### src/design/cma_pkg.sv
// Package for the cube map texel addressing block: defaults, face codes,
// output widths and the queue status type. No dependencies.
`timescale 1ns / 1ps

package cma_pkg;

	localparam int DEF_MAX_FACE_SIZE  = 1024;
	localparam int DEF_COMPONENT_BITS = 16;
	localparam int MIN_FACE_SIZE      = 8;

	localparam int CFG_W   = 11;
	localparam int FACE_W  = 3;
	localparam int COORD_W = 10;
	localparam int IDX_W   = 23;

	localparam logic [CFG_W-1:0] FACE_SIZE_RESET = 11'd32;

	localparam logic [FACE_W-1:0] FACE_POS_X = 3'd0;
	localparam logic [FACE_W-1:0] FACE_NEG_X = 3'd1;
	localparam logic [FACE_W-1:0] FACE_POS_Y = 3'd2;
	localparam logic [FACE_W-1:0] FACE_NEG_Y = 3'd3;
	localparam logic [FACE_W-1:0] FACE_POS_Z = 3'd4;
	localparam logic [FACE_W-1:0] FACE_NEG_Z = 3'd5;

	typedef struct packed {
		logic full;
		logic empty;
	} cma_qstat_t;

endpackage

### src/design/cma_front.sv
// Front end: picks the major axis and face, forms the face offsets and
// clamps the face size. Depends on cma_pkg.
`timescale 1ns / 1ps

module cma_front import cma_pkg::*; #(
	parameter int MaxFaceSize = DEF_MAX_FACE_SIZE,
	parameter int CompBits    = DEF_COMPONENT_BITS,
	localparam int SW = $clog2(MaxFaceSize + 1),
	localparam int OW = CompBits + 1,
	localparam int EW = FACE_W + 1 + SW + 2 * OW + CompBits
) (
	input  logic signed [CompBits-1:0] dir_x,
	input  logic signed [CompBits-1:0] dir_y,
	input  logic signed [CompBits-1:0] dir_z,
	input  logic        [CFG_W-1:0]    edge_cfg,
	output logic        [EW-1:0]       entry
);

	logic        [CompBits-1:0] ax, ay, az, ma;
	logic signed [OW-1:0]       xs, ys, zs, sc, tc, ma_e;
	logic        [OW-1:0]       usc, utc;
	logic        [FACE_W-1:0]   face;
	logic                       zero;
	logic        [SW-1:0]       size;

	always_comb begin
		ax = dir_x[CompBits-1] ? CompBits'(-dir_x) : CompBits'(dir_x);
		ay = dir_y[CompBits-1] ? CompBits'(-dir_y) : CompBits'(dir_y);
		az = dir_z[CompBits-1] ? CompBits'(-dir_z) : CompBits'(dir_z);
		xs = OW'(dir_x);
		ys = OW'(dir_y);
		zs = OW'(dir_z);

		// y wins ties, then z
		if (ay >= ax && ay >= az) begin
			ma = ay;
			sc = xs;
			if (dir_y > 0) begin
				face = FACE_POS_Y;
				tc   = zs;
			end else begin
				face = FACE_NEG_Y;
				tc   = -zs;
			end
		end else if (az >= ax && az >= ay) begin
			ma = az;
			tc = -ys;
			if (dir_z > 0) begin
				face = FACE_POS_Z;
				sc   = xs;
			end else begin
				face = FACE_NEG_Z;
				sc   = -xs;
			end
		end else begin
			ma = ax;
			tc = -ys;
			if (dir_x > 0) begin
				face = FACE_POS_X;
				sc   = -zs;
			end else begin
				face = FACE_NEG_X;
				sc   = zs;
			end
		end

		// zero vector lands on the center of +y
		zero = (ma == '0);
		if (zero) begin
			face = FACE_POS_Y;
		end

		ma_e = signed'({1'b0, ma});
		usc  = sc + ma_e;
		utc  = tc + ma_e;

		if (32'(edge_cfg) < 32'(MIN_FACE_SIZE)) begin
			size = SW'(MIN_FACE_SIZE);
		end else if (32'(edge_cfg) > 32'(MaxFaceSize)) begin
			size = SW'(MaxFaceSize);
		end else begin
			size = SW'(edge_cfg);
		end

		entry = {face, zero, size, usc, utc, ma};
	end

endmodule

### src/design/cma_queue.sv
// Two-entry queue between front and back end, payload as a flat vector.
// Depends on cma_pkg for the status type.
`timescale 1ns / 1ps

module cma_queue import cma_pkg::*; #(
	parameter int Width = 8
) (
	input  logic             clk,
	input  logic             arst_n,
	input  logic             push,
	input  logic [Width-1:0] wdata,
	input  logic             pop,
	output logic [Width-1:0] rdata,
	output cma_qstat_t       stat
);

	logic [Width-1:0] mem_q [0:1];
	logic             wr_ptr_q, rd_ptr_q;
	logic [1:0]       cnt_q;
	logic             do_push, do_pop;

	assign stat.full  = (cnt_q == 2'd2);
	assign stat.empty = (cnt_q == 2'd0);
	assign do_push    = push && !stat.full;
	assign do_pop     = pop && !stat.empty;
	assign rdata      = mem_q[rd_ptr_q];

	always_ff @(posedge clk or negedge arst_n) begin
		if (!arst_n) begin
			wr_ptr_q <= 1'b0;
			rd_ptr_q <= 1'b0;
			cnt_q    <= 2'd0;
		end else begin
			if (do_push) begin
				wr_ptr_q <= ~wr_ptr_q;
			end
			if (do_pop) begin
				rd_ptr_q <= ~rd_ptr_q;
			end
			if (do_push && !do_pop) begin
				cnt_q <= cnt_q + 2'd1;
			end else if (do_pop && !do_push) begin
				cnt_q <= cnt_q - 2'd1;
			end
		end
	end

	always_ff @(posedge clk) begin
		if (do_push) begin
			mem_q[wr_ptr_q] <= wdata;
		end
	end

endmodule

### src/design/cma_back.sv
// Back end: scales the offsets, runs two restoring dividers one quotient
// bit per stage, clamps and forms the linear index. Depends on cma_pkg.
`timescale 1ns / 1ps

module cma_back import cma_pkg::*; #(
	parameter int MaxFaceSize = DEF_MAX_FACE_SIZE,
	parameter int CompBits    = DEF_COMPONENT_BITS,
	localparam int SW = $clog2(MaxFaceSize + 1),
	localparam int OW = CompBits + 1,
	localparam int EW = FACE_W + 1 + SW + 2 * OW + CompBits
) (
	input  logic                 clk,
	input  logic                 arst_n,
	input  logic                 in_valid,
	input  logic [EW-1:0]        entry,
	output logic                 done,
	output logic [FACE_W-1:0]    face,
	output logic [COORD_W-1:0]   texel_col,
	output logic [COORD_W-1:0]   texel_row,
	output logic [IDX_W-1:0]     texel_index
);

	localparam int QW = SW;
	localparam int NW = OW + SW;
	localparam int FW = FACE_W + SW;
	localparam int IW = FACE_W + 2 * SW;

	logic [FACE_W-1:0]   e_face;
	logic                e_zero;
	logic [SW-1:0]       e_size;
	logic [OW-1:0]       e_usc, e_utc;
	logic [CompBits-1:0] e_ma;

	assign {e_face, e_zero, e_size, e_usc, e_utc, e_ma} = entry;

	// divider pipe, element 0 is the scaling stage
	logic                vld_s  [0:QW];
	logic [FACE_W-1:0]   face_s [0:QW];
	logic                zero_s [0:QW];
	logic [SW-1:0]       size_s [0:QW];
	logic [OW-1:0]       den_s  [0:QW];
	logic [NW-1:0]       crem_s [0:QW];
	logic [NW-1:0]       rrem_s [0:QW];
	logic [QW-1:0]       cq_s   [0:QW];
	logic [QW-1:0]       rq_s   [0:QW];

	always_ff @(posedge clk or negedge arst_n) begin
		if (!arst_n) begin
			vld_s[0] <= 1'b0;
		end else begin
			vld_s[0] <= in_valid;
		end
	end

	always_ff @(posedge clk) begin
		face_s[0] <= e_face;
		zero_s[0] <= e_zero;
		size_s[0] <= e_size;
		den_s[0]  <= {e_ma, 1'b0};
		crem_s[0] <= NW'(e_usc) * NW'(e_size);
		rrem_s[0] <= NW'(e_utc) * NW'(e_size);
		cq_s[0]   <= '0;
		rq_s[0]   <= '0;
	end

	for (genvar k = 0; k < QW; k++) begin : g_div
		logic [NW:0] sh;
		logic        c_ge, r_ge;

		always_comb begin
			sh   = (NW + 1)'(den_s[k]) << (QW - 1 - k);
			c_ge = ({1'b0, crem_s[k]} >= sh);
			r_ge = ({1'b0, rrem_s[k]} >= sh);
		end

		always_ff @(posedge clk or negedge arst_n) begin
			if (!arst_n) begin
				vld_s[k+1] <= 1'b0;
			end else begin
				vld_s[k+1] <= vld_s[k];
			end
		end

		always_ff @(posedge clk) begin
			face_s[k+1] <= face_s[k];
			zero_s[k+1] <= zero_s[k];
			size_s[k+1] <= size_s[k];
			den_s[k+1]  <= den_s[k];
			crem_s[k+1] <= c_ge ? NW'({1'b0, crem_s[k]} - sh) : crem_s[k];
			rrem_s[k+1] <= r_ge ? NW'({1'b0, rrem_s[k]} - sh) : rrem_s[k];
			cq_s[k+1]   <= {cq_s[k][QW-2:0], c_ge};
			rq_s[k+1]   <= {rq_s[k][QW-2:0], r_ge};
		end
	end

	// clamp and both halves of the index
	logic [SW-1:0] col_c, row_c, size_d;
	logic          vld_s2, vld_s3;
	logic [FACE_W-1:0] face_s2, face_s3;
	logic [SW-1:0] col_s2, row_s2, size_s2, col_s3, row_s3;
	logic [FW-1:0] fr_s2;
	logic [IW-1:0] idx_s3;

	always_comb begin
		size_d = size_s[QW];
		if (zero_s[QW]) begin
			col_c = size_d >> 1;
			row_c = size_d >> 1;
		end else begin
			col_c = (cq_s[QW] >= size_d) ? size_d - SW'(1) : cq_s[QW];
			row_c = (rq_s[QW] >= size_d) ? size_d - SW'(1) : rq_s[QW];
		end
	end

	always_ff @(posedge clk or negedge arst_n) begin
		if (!arst_n) begin
			vld_s2 <= 1'b0;
			vld_s3 <= 1'b0;
		end else begin
			vld_s2 <= vld_s[QW];
			vld_s3 <= vld_s2;
		end
	end

	always_ff @(posedge clk) begin
		face_s2 <= face_s[QW];
		col_s2  <= col_c;
		row_s2  <= row_c;
		size_s2 <= size_d;
		fr_s2   <= FW'(face_s[QW]) * FW'(size_d) + FW'(row_c);
		face_s3 <= face_s2;
		col_s3  <= col_s2;
		row_s3  <= row_s2;
		idx_s3  <= IW'(fr_s2) * IW'(size_s2) + IW'(col_s2);
	end

	assign done        = vld_s3;
	assign face        = face_s3;
	assign texel_col   = COORD_W'(col_s3);
	assign texel_row   = COORD_W'(row_s3);
	assign texel_index = IDX_W'(idx_s3);

endmodule

### src/design/cube_map_texel_address.sv
// Top level of the cube map texel addressing block.
// Depends on cma_pkg, cma_front, cma_queue and cma_back.
//
//   channel   signals                                      handshake
//   -------   ------------------------------------------   ------------------------
//   input     dir_x, dir_y, dir_z                          start && !busy
//   result    face, texel_col, texel_row, texel_index      done, one cycle, no stall
//   config    cfg_wdata (face edge length)                 cfg_we
//
// One item per clock is accepted and one result per clock is given.
// The queue write happens at the accepting edge itself; from the queue head an
// item passes the scaling stage, the divider, one quotient bit per pipeline
// stage, and the two index stages before its done cycle.
// Reset clears the queue, all stage valids and sets the face edge register to 32.
// The receiver cannot stall; the back end drains the queue every cycle, so the
// queue never holds more than one item and busy stays low.
`timescale 1ns / 1ps

module cube_map_texel_address import cma_pkg::*; #(
	parameter int MaxFaceSize = DEF_MAX_FACE_SIZE,
	parameter int CompBits    = DEF_COMPONENT_BITS
) (
	input  logic                       clk,
	input  logic                       arst_n,
	input  logic                       start,
	output logic                       busy,
	input  logic signed [CompBits-1:0] dir_x,
	input  logic signed [CompBits-1:0] dir_y,
	input  logic signed [CompBits-1:0] dir_z,
	input  logic                       cfg_we,
	input  logic        [CFG_W-1:0]    cfg_wdata,
	output logic                       done,
	output logic        [FACE_W-1:0]   face,
	output logic        [COORD_W-1:0]  texel_col,
	output logic        [COORD_W-1:0]  texel_row,
	output logic        [IDX_W-1:0]    texel_index
);

	localparam int SW = $clog2(MaxFaceSize + 1);
	localparam int OW = CompBits + 1;
	localparam int EW = FACE_W + 1 + SW + 2 * OW + CompBits;

	logic [CFG_W-1:0] edge_cfg_q;
	logic [EW-1:0]    front_entry, queue_head;
	cma_qstat_t       qstat;
	logic             push;

	// face edge register, raw value; clamping happens in the front end
	always_ff @(posedge clk or negedge arst_n) begin
		if (!arst_n) begin
			edge_cfg_q <= FACE_SIZE_RESET;
		end else if (cfg_we) begin
			edge_cfg_q <= cfg_wdata;
		end
	end

	// accept whenever the queue has room
	assign busy = qstat.full;
	assign push = start && !busy;

	cma_front #(
		.MaxFaceSize (MaxFaceSize),
		.CompBits    (CompBits)
	) u_front (
		.dir_x    (dir_x),
		.dir_y    (dir_y),
		.dir_z    (dir_z),
		.edge_cfg (edge_cfg_q),
		.entry    (front_entry)
	);

	// queue parts front and back; the back end drains the head every cycle
	cma_queue #(
		.Width (EW)
	) u_queue (
		.clk    (clk),
		.arst_n (arst_n),
		.push   (push),
		.wdata  (front_entry),
		.pop    (!qstat.empty),
		.rdata  (queue_head),
		.stat   (qstat)
	);

	cma_back #(
		.MaxFaceSize (MaxFaceSize),
		.CompBits    (CompBits)
	) u_back (
		.clk         (clk),
		.arst_n      (arst_n),
		.in_valid    (!qstat.empty),
		.entry       (queue_head),
		.done        (done),
		.face        (face),
		.texel_col   (texel_col),
		.texel_row   (texel_row),
		.texel_index (texel_index)
	);

endmodule

### config.mk
export PLATFORM = sky130hd
export DESIGN_NAME = cube_map_texel_address
export DESIGN_NICKNAME = d
export VERILOG_FILES = /design/src/design/cma_pkg.sv /design/src/design/cma_front.sv /design/src/design/cma_queue.sv /design/src/design/cma_back.sv /design/src/design/cube_map_texel_address.sv
export SDC_FILE = /design/constraint.sdc
export NUM_CORES = 2
export LEC_CHECK = 0
export BUFFER_PORTS_ARGS = -buffer_cell sky130_fd_sc_hd__clkbuf_2
export CORE_ASPECT_RATIO = 0.8
export CORE_MARGIN = 2
export CORE_UTILIZATION = 40
export DETAILED_ROUTE_END_ITERATION = 8
export MAX_ROUTING_LAYER = met4
export PLACE_DENSITY = 0.51
export SYNTH_ARGS = -nofsm -noshare
export SYNTH_HDL_FRONTEND = slang
export SYNTH_SLANG_ARGS = --single-unit
export TNS_END_PERCENT = 50
### constraint.sdc
create_clock -name clk -period 9.8 [get_ports clk]
set_clock_uncertainty 0.05 [all_clocks]
set_input_delay 1.96 -clock clk [delete_from_list [all_inputs] [get_ports clk]]
set_output_delay 1.96 -clock clk [all_outputs]
set_load 0.03 [all_outputs]
==> flow_metrics.tcl <==
set metrics [dict create \
    synthTopCellsByArea "dfxtp_1 (32%), fa_1 (11%), ha_1 (11%)" \
    area_growth_pct 11.8 \
    critPathCaptureType "flop" \
    hpwl_um 170000 \
    grt_max_degree 76 \
    ctsHoldBuffers 0 \
    critPathMaxFanout 15 \
    synth_xor_area_share_pct 6.11 \
    drc 0 \
    h-tree-depth 4 \
    start_util_pct 40.4 \
    finalNetCount 9071 \
    tightest_slew_ps 1200 \
    ios 111 \
    final-hold-violation-count 0 \
    holdPathEnd "u_back.face_s[1][2]$_DFF_P_" \
    cts_resized 0 \
    grt_pass1_wl_um 322000 \
    placedCellCount 10201 \
    cts_tree "built" \
    synthFlopType "dfxtp_1" \
    reg2reg_to "u_back.rrem_s[0][26]$_DFF_P_" \
    grt_util_all_layers_pct 22.7 \
    clk_pin_slew_ps 70 \
    grt_pass1_vias 52758 \
    synth_compound_gate_area_share_pct 11.0 \
    dieHeight_um 391 \
    slew_headroom_pct 18.0 \
    yosys_warnings 0 \
    slew_viol_final 0 \
    final.setup.worst_slack_ps 916 \
    synthCells 7748 \
    vias_per_cell 5.16 \
    wl_per_cell_um 20.2 \
    post-cts-setup-buffer-count 0 \
    syn_nets 8906 \
    crit_type "primary input to flop" \
    clkSinkCount 1358 \
    drt_iter0_markers 3511 \
    root_buffer "clkbuf_16" \
    clk_latency_ps 810 \
    start_kind "primary input" \
    synth_top_family_by_area "adder cells" \
    finalSetupViolations 0 \
    yosysSeqAreaShare_pct 38.3 \
    rrSetupSlack_ps 1450 \
    die-area_sq_mm 0.190 \
    hp-class "flop to flop" \
    cp.arrival_ps 9330 \
    tns_ps 0 \
    routed_wl_um 212000 \
    core_sq_mm 0.185 \
    r2r-start "u_queue.rd_ptr_q$_DFFE_PN0N_" \
    min_period_ps 8880 \
    yosys_register_bits 1358 \
    drive_gt1_share_pct 8.02 \
    status "completed" \
    cpPeakStageDelay_ps 900 \
    synth.distinct_cells 88 \
    rsz0062_at_grt "false" \
    min_from "u_back.face_s[0][11]$_DFF_P_" \
    dr_wl_met2_um 93300 \
    die-width_um 487 \
    numCtsBuffers 141 \
    syn-cell-area_sq_mm 0.0748 \
    synthMuxAreaShare_pct 2.94 \
    pre_cts_slack_ps 244 \
    cap_violations 0 \
    vias 53995 \
    overflow 0 \
    worstRegToRegCells 23 \
    port_buffers 110 \
    ant_nets 0 \
    core.rowCount 141 \
    synth_top_area_share_pct 32.1 \
    instances_no_fill 10470 \
    avgSynthCellArea_sq_um 9.65 \
    clockBufferDepth 3 \
    cpMaxStageDelayCell "o21ai_0" \
    route.met3.wl_um 9430 \
    grt_antenna_before_repair 6 \
    timing.fmax_mhz 113 \
    synth-async-reset-ratio_pct 2.14 \
    min_path_cells 0 \
    fin_crit_sh_pct 90.7 \
    dr.pass1.iters 6 \
    required_ps 10240 \
    synth_top_area_cell "dfxtp_1" \
    synth_edf_count 130 \
    highest_layer "met4" \
    wl_met1_um 106000 \
    synthSimpleGateAreaFrac_pct 13.6 \
    fin_util_pct 45.1 \
    gp_congestion 0.916 \
    synthAdderAreaFrac_pct 22.6 \
]
critical path, delay by kind of cell:
| kind | cells | cell delay, ps |
|---|---|---|
| multiplexers | 1 | 380 |
| adder cells (fa/ha/maj) | 2 | 750 |
| buffers and inverters | 2 | 430 |
| AND/OR/NAND/NOR | 11 | 3100 |
| AO/OA/AOI/OAI | 7 | 2350 |
| XOR/XNOR | 2 | 330 |
cells in the mapped netlist (all sizes together) (22+ instances only):
| library cell | n |
|---|---|
| dfxtp | 1199 |
| inv | 891 |
| nand2 | 778 |
| ha | 669 |
| nor2 | 570 |
| fa | 426 |
| a21oi | 393 |
| o21ai | 352 |
| xnor2 | 310 |
| xor2 | 211 |
| clkbuf | 173 |
| a21o | 150 |
| edfxtp | 130 |
| nor3 | 130 |
| mux2 | 114 |
| and2 | 93 |
| nand3 | 92 |
| mux2i | 91 |
| nor2b | 90 |
| nand2b | 80 |
| nor4 | 66 |
| a21boi | 63 |
| or3 | 59 |
| nand4 | 56 |
| o21a | 52 |
| o31ai | 37 |
| a31oi | 36 |
| and3 | 32 |
| dfrtp | 28 |
| o21bai | 27 |
| or2 | 25 |
| a211oi | 22 |
stage by stage:
step                area, sq um  hold slack, ps
floorplan                 74800             260
global placement          78500             260
detailed placement        78500             262
CTS                       83600             182
global route              83600             198
finish                    83600             193
layout by cell type (no fill, tap or decap), types with 104 or more instances in the layout:
master     netlist  layout
dfxtp_1       1199    1199
inv_1          889     889
nand2_1        778     778
ha_1           669     669
nor2_1         570     569
fa_1           426     426
a21oi_1        393     393
o21ai_0        351     349
xnor2_1        310     310
xor2_1         210     210
a21o_1         150     149
clkbuf_16        0     141
nor3_1         130     130
edfxtp_1       130     130
mux2_2         113     113
clkbuf_2         0     110
buf_4            1     104
layer usage:
layer / vias up / GRT usage [%]
li1: 26273 / -
met1: 26296 / 32.5
met2: 1209 / 34.6
met3: 217 / 2.62
met4: 0 / 4.52
met5: - / -
cell families after synthesis:
| kind of cell | Yosys count |
|---|---|
| compound gates | 1316 |
| xor+xnor | 521 |
| fa+ha+maj | 1095 |
| buf+inv | 1087 |
| flops | 1358 |
| mux | 205 |
| simple gates | 2166 |
area by class of cell:
cell class,count,area [sq um]
Antenna cell,8,20.0
Clock buffer,189,3970
Clock inverter,72,1110
Fill cell,17673,102000
Inverter,894,3360
Multi-Input combinational cell,5303,42100
Sequential cell,1358,28600
Tap cell,2431,3040
Timing Repair Buffer,215,1350
registers in the layout, indices dropped and copies added, names as in the netlist, 14 cells and up:
register and count:
u_back.size_s 132, u_back.rrem_s 308, u_back.fr_s2 14, u_back.rq_s 66, u_queue.mem_q 130, u_back.cq_s 66
u_back.idx_s3 23, u_back.den_s 176, u_back.crem_s 308, u_back.face_s 36
how the worst max path moves through the flow:
stage          startpoint                              to  slack (ps)
2_1_floorplan    dir_y[1]  u_queue.mem_q[0][48]$_DFFE_PP_         540
3_3_place_gp     dir_y[2]  u_queue.mem_q[0][32]$_DFFE_PP_         320
3_5_place_dp     dir_y[2]  u_queue.mem_q[1][32]$_DFFE_PP_         240
4_1_cts          dir_y[2]  u_queue.mem_q[1][32]$_DFFE_PP_        1030
5_1_grt          dir_y[2]  u_queue.mem_q[1][32]$_DFFE_PP_         600
6_report         dir_y[2]  u_queue.mem_q[1][32]$_DFFE_PP_         920
Power is left out: the tool's default activity adds up to more than one toggle a clock period on the data nets, which glitch-free logic cannot reach.
